==> src/rtl/core/dat_pkg.sv <==
// Shared constants, codes and controller/datapath signal groups of the trie lookup.
package dat_pkg;

  localparam int TABLE_DEPTH = 4096;
  localparam int ADDR_W      = $clog2(TABLE_DEPTH);
  localparam int VALUE_W     = 16;
  localparam int LIMIT_W     = 13;
  localparam int BYTE_W      = 8;
  localparam int SUM_W       = VALUE_W + 1;
  localparam int OP_W        = 2;
  localparam int STATUS_W    = 2;

  localparam logic [LIMIT_W-1:0] LIMIT_RESET = LIMIT_W'(4096);
  localparam logic [LIMIT_W-1:0] LIMIT_MAX   = LIMIT_W'(TABLE_DEPTH);

  // Item operation codes.
  localparam logic [OP_W-1:0] OP_WR_BASE  = 2'd0;
  localparam logic [OP_W-1:0] OP_WR_CHECK = 2'd1;
  localparam logic [OP_W-1:0] OP_KEY_BYTE = 2'd2;

  // Result status codes.
  localparam logic [STATUS_W-1:0] ST_FOUND    = 2'd0;
  localparam logic [STATUS_W-1:0] ST_MISMATCH = 2'd1;
  localparam logic [STATUS_W-1:0] ST_RANGE    = 2'd2;

  // Commands from the controller to the datapath.
  typedef struct packed {
    logic wr_base;     // write base entry from the input beat
    logic wr_check;    // write check entry from the input beat
    logic take_byte;   // capture key byte, read base at the current node
    logic eval_range;  // form target, record a range failure
    logic rd_target;   // read base and check at the target
    logic eval_check;  // compare check entry, advance or record a mismatch
    logic emit;        // load the result register and return to the root
  } dat_cmd_t;

  // Status from the datapath to the controller.
  typedef struct packed {
    logic failed;      // the walk has already failed
    logic out_range;   // target at or beyond the entries in use
    logic byte_zero;   // captured key byte is the terminator
    logic out_free;    // result register can take a new result
  } dat_stat_t;

endpackage

==> src/rtl/core/dat_ctrl.sv <==
// Controller state machine that sequences loads and the per-byte trie walk.
module dat_ctrl (
  input  logic                    clk,
  input  logic                    rst,
  input  logic                    item_valid,
  input  logic [dat_pkg::OP_W-1:0] item_op,
  output logic                    item_ready,
  input  dat_pkg::dat_stat_t      stat,
  output dat_pkg::dat_cmd_t       cmd
);
  import dat_pkg::*;

  typedef enum logic [1:0] {
    S_IDLE,
    S_STEP,
    S_CHECK,
    S_EMIT
  } state_t;

  state_t state;
  state_t state_next;
  logic   accept;

  assign item_ready = (state == S_IDLE);
  assign accept     = item_valid && item_ready;

  always_comb begin
    state_next = state;
    cmd        = '0;
    case (state)
      S_IDLE: begin
        if (accept) begin
          case (item_op)
            OP_WR_BASE:  cmd.wr_base  = 1'b1;
            OP_WR_CHECK: cmd.wr_check = 1'b1;
            OP_KEY_BYTE: begin
              cmd.take_byte = 1'b1;
              state_next    = S_STEP;
            end
            default: ;
          endcase
        end
      end
      S_STEP: begin
        cmd.eval_range = 1'b1;
        if (stat.failed || stat.out_range) begin
          state_next = stat.byte_zero ? S_EMIT : S_IDLE;
        end else begin
          cmd.rd_target = 1'b1;
          state_next    = S_CHECK;
        end
      end
      S_CHECK: begin
        cmd.eval_check = 1'b1;
        state_next     = stat.byte_zero ? S_EMIT : S_IDLE;
      end
      S_EMIT: begin
        if (stat.out_free) begin
          cmd.emit   = 1'b1;
          state_next = S_IDLE;
        end
      end
      default: state_next = S_IDLE;
    endcase
  end

  always_ff @(posedge clk) begin
    if (rst) begin
      state <= S_IDLE;
    end else begin
      state <= state_next;
    end
  end

endmodule

==> config.mk <==
export PLATFORM = sky130hd
export DESIGN_NAME = dat_ctrl
export DESIGN_NICKNAME = d
export VERILOG_FILES = /design/src/rtl/core/dat_pkg.sv /design/src/rtl/core/dat_ctrl.sv
export SDC_FILE = /design/constraint.sdc
export NUM_CORES = 1
export LEC_CHECK = 0
export BUFFER_PORTS_ARGS = -buffer_cell sky130_fd_sc_hd__buf_4
export CAP_MARGIN = 25
export CORE_AREA = 5 5 42 44
export DETAILED_ROUTE_END_ITERATION = 7
export DIE_AREA = 0 0 47 49
export GPL_ROUTABILITY_DRIVEN = 1
export PLACE_DENSITY = 0.46
export SYNTH_ARGS = -nofsm -noshare
export SYNTH_HDL_FRONTEND = slang
export SYNTH_SLANG_ARGS = --single-unit
==> constraint.sdc <==
create_clock -name clk -period 3.3 [get_ports clk]
set_input_delay 0.165 -clock clk [delete_from_list [all_inputs] [get_ports clk]]
set_output_delay 0.165 -clock clk [all_outputs]
set_load 0.05 [all_outputs]
==> results.txt <==
----------------------------------------------------
[Final layout]
  FF/Latch Area ... 40.0 µm²
  Multi-input logic area ... 119 µm²
  Fraction of final layout cells sized beyond drive strength 1 ... 50.0%
  Synthesis-to-finish area growth ... 85.2%
  Final core area utilization ... 23.5%
  Total number of nets in the final design ... 53
  Register name with the most flops ... state
  Flip-flop count of the largest register after layout ... 2
  Total inserted antenna cells ... 0
  Registers with the highest flip-flop counts ... state (2)
  Number of fill cells in the layout ... 171

[Critical path]
  Crit-path max FO ... 8
  Number of buffers and inverters on the critical path ... 1
  Crit path largest cell delay ... 0.43 ns
  CP Data Arrival Time ... 1.46 ns
  Slowest CP cell ... sky130_fd_sc_hd__or3b_4
  Critical Path Start Type ... flip-flop
  Top cell family by delay on the critical path ... simple AND/OR/NAND/NOR gates
  Worst Setup Path Type ... reg -> out
  Worst EP required ... 3.13 ns
  Endpoint type of the worst setup path ... output pin
  Cell Chain, Critical Path ... or3b_4 > nor3b_1 > buf_4

[Die]
  I/O pin count ... 17
  Core Rows ... 14
  Core area ... 1400 µm²
  Initial core utilization ... 12.7%
  Die Y-Extent ... 49 µm
  Die Footprint ... 2300 µm²
  Die extent in x ... 47 µm

[Logic synthesis]
  Number of distinct library cells after synthesis ... 16
  Post-synth top area cell ... sky130_fd_sc_hd__dfxtp_1
  Number of flops mapped to enable cells by yosys ... 0
  List of most frequent post-synthesis cells ... sky130_fd_sc_hd__nor2_1, sky130_fd_sc_hd__dfxtp_1, sky130_fd_sc_hd__inv_1, sky130_fd_sc_hd__nor3_1, sky130_fd_sc_hd__o21ai_0
  Yosys warnings ... 0
  Most common flop cell mapped by yosys ... sky130_fd_sc_hd__dfxtp_1
  Portion of synthesized cell area occupied by the leading cell type ... 22.5%
  Synthesized area per cell ... 7.40 µm²
  Largest cells by area after synthesis ... sky130_fd_sc_hd__dfxtp_1, sky130_fd_sc_hd__nor2_1, sky130_fd_sc_hd__o31ai_2
  Net count of the mapped netlist ... 33
  Mapped Area ... 178 µm²
  Most frequently used cell type in the post-synthesis netlist ... sky130_fd_sc_hd__nor2_1
  Post-Synthesis Cells ... 24
  Number of synthesized register bits ... 2
  Share of the yosys chip area belonging to registers ... 22.5%
  Fraction of synthesis flops using an asynchronous set or reset pin ... 0%

[STA]
  Unrepaired setup endpoints after global routing ... no
  Final sum of negative setup slack ... 0 ns
  Setup-failing EPs final ... 0
  Post-route minimum period ... 1.62 ns
  Setup Skew ... 0.00201 ns
  Worst slew margin relative to its limit ... 79.5%
  Highest Clock Rate ... 0.617 GHz
  Final count of hold timing violations ... 0
  Worst-margin pin slew ... 0.300 ns
  Number of max-slew violations in the final report ... 0
  Portion of the clock cycle consumed by the worst path in the final layout ... 49.1%

[Route]
  Iter 0 DRT Violations ... 1
  Drt wl/cell ... 8.97 µm
  Via total after detailed routing ... 222
  Post-detailed-route DRC marker count ... 0
  Detailed-router iteration count before antenna repair ... 2
  Total detailed-routing wirelength ... 520 µm
  Via count normalized by instance count ... 3.83
  Antenna Violating Nets Remaining ... 0

[CTS]
  Number of gates resized after CTS ... 0
  Clock tree from TritonCTS ... built
  Number of post-CTS setup repair buffers ... 0
  Cts hold-fix bufs ... 0
  Root cell of the clock tree ... sky130_fd_sc_hd__clkbuf_4
  Maximum clock insertion buffer count ... 2
  Clock insertion delay at the later pin of the skew report ... 0.22 ns
  Clock-pin slew of the registers on the worst-case setup and hold paths ... 0.03 ns
  Number of clock buffers inserted by TritonCTS ... 3
  H-tree depth ... 1
  Sinks on the clock net ... 2

[GRT]
  Overall routing resource usage ... 5.13%
  Wire length of the first global-routing pass ... 786 µm
  Grt ovf ... 0
  Met3 global-route usage ... 6.64%
  Met1 track utilization from global routing ... 5.69%
  Met2 Usage GRT ... 5.20%
  Via count of the first global-routing pass ... 186
  Pin count of the biggest net entering global routing ... 11
  Global routing's busiest layer ... met3
  Number of antenna violations at the first check in global routing ... 0

[Power and ir drop]
  Max IR drop VDD ... 124 µV
  Total power per unit cell area ... 347 nW/µm²
  Static power due to leakage ... 0.000157 µW

[Placement]
  Estimated wirelength of the detail-placed design ... 440 µm
  Global placer's final weighted congestion ... 0.589
  Number of I/O port buffers ... 16

[Min path]
  Worst min-delay path category ... in -> reg

[Job]
  Number of maximum-capacitance constraint violations ... 0

[Status]
  Result of the run ... complete, no violations

----------------------------------------------------
==> area by class of cell <==
| cell class | count | share of cell area (%) |
|---|---|---|
| Sequential cell | 2 | 12.2 |
| Clock buffer | 3 | 6.84 |
| Timing Repair Buffer | 16 | 36.5 |
| Inverter | 2 | 2.28 |
| Tap cell | 16 | 6.08 |
| Multi-Input combinational cell | 19 | 36.1 |
==> per-layer routing <==
metal  vias up  share of wire (%)
met5         -                  0
met4         0                  0
met3         0                 23
met2        16                 32
met1        83                 44
li1        123                  -
==> logic make-up after synthesis <==
kind of cell           count (synthesis)  share of synthesized area, %
flip-flops                             2                          22.5
buffers and inverters                  3                          10.6
AND/OR/NAND/NOR                       13                          40.1
AO/OA/AOI/OAI                          6                          26.8
==> cells in the final DEF, fill, tap and decap left out <==
| cell | count |
|---|---|
| sky130_fd_sc_hd__clkbuf_4 | 3 |
| sky130_fd_sc_hd__nand3_1 | 1 |
| sky130_fd_sc_hd__nor3b_1 | 1 |
| sky130_fd_sc_hd__nor2_1 | 5 |
| sky130_fd_sc_hd__nor2b_1 | 1 |
| sky130_fd_sc_hd__and3_1 | 1 |
| sky130_fd_sc_hd__or3b_4 | 1 |
| sky130_fd_sc_hd__nor3_1 | 2 |
| sky130_fd_sc_hd__buf_4 | 16 |
| sky130_fd_sc_hd__o31ai_2 | 1 |
| sky130_fd_sc_hd__and2_1 | 1 |
| sky130_fd_sc_hd__a2111oi_0 | 1 |
| sky130_fd_sc_hd__o31a_1 | 1 |
| sky130_fd_sc_hd__o21ai_0 | 2 |
| sky130_fd_sc_hd__inv_1 | 2 |
| sky130_fd_sc_hd__dfxtp_1 | 2 |
| sky130_fd_sc_hd__o21a_1 | 1 |
==> through the flow <==
step           total power [µW]  instances  hold WS (ns)  worst slack (ns)  instance area (µm²)
2_1_floorplan              47.7         24         0.248              1.16                  178
3_3_place_gp               61.6         55         0.367              1.93                  307
3_5_place_dp               61.6         55         0.366              1.93                  307
4_1_cts                     117         58         0.129              1.68                  329
5_1_grt                     123         58         0.143              1.62                  329
6_report                    114         58         0.136              1.68                  329
==> final timing paths <==
path | start | end | slack, ns | cells after the start
setup / recovery | state[1] | cmd[5] | 1.68 | 3
hold / removal | rst | state[1] | 0.14 | 2
setup reg to reg | state[1] | state[0] | 1.96 | 3
hold reg to reg | state[1] | state[0] | 0.58 | 2
==> power by group <==
group          internal (µW)  switching [µW]  total [µW]
clock                   40.0            13.1        53.2
sequential              25.2            1.60        26.8
combinational           14.8            19.4        34.2
total                   80.0            34.1         114
Power figures use the tool's default switching activity.
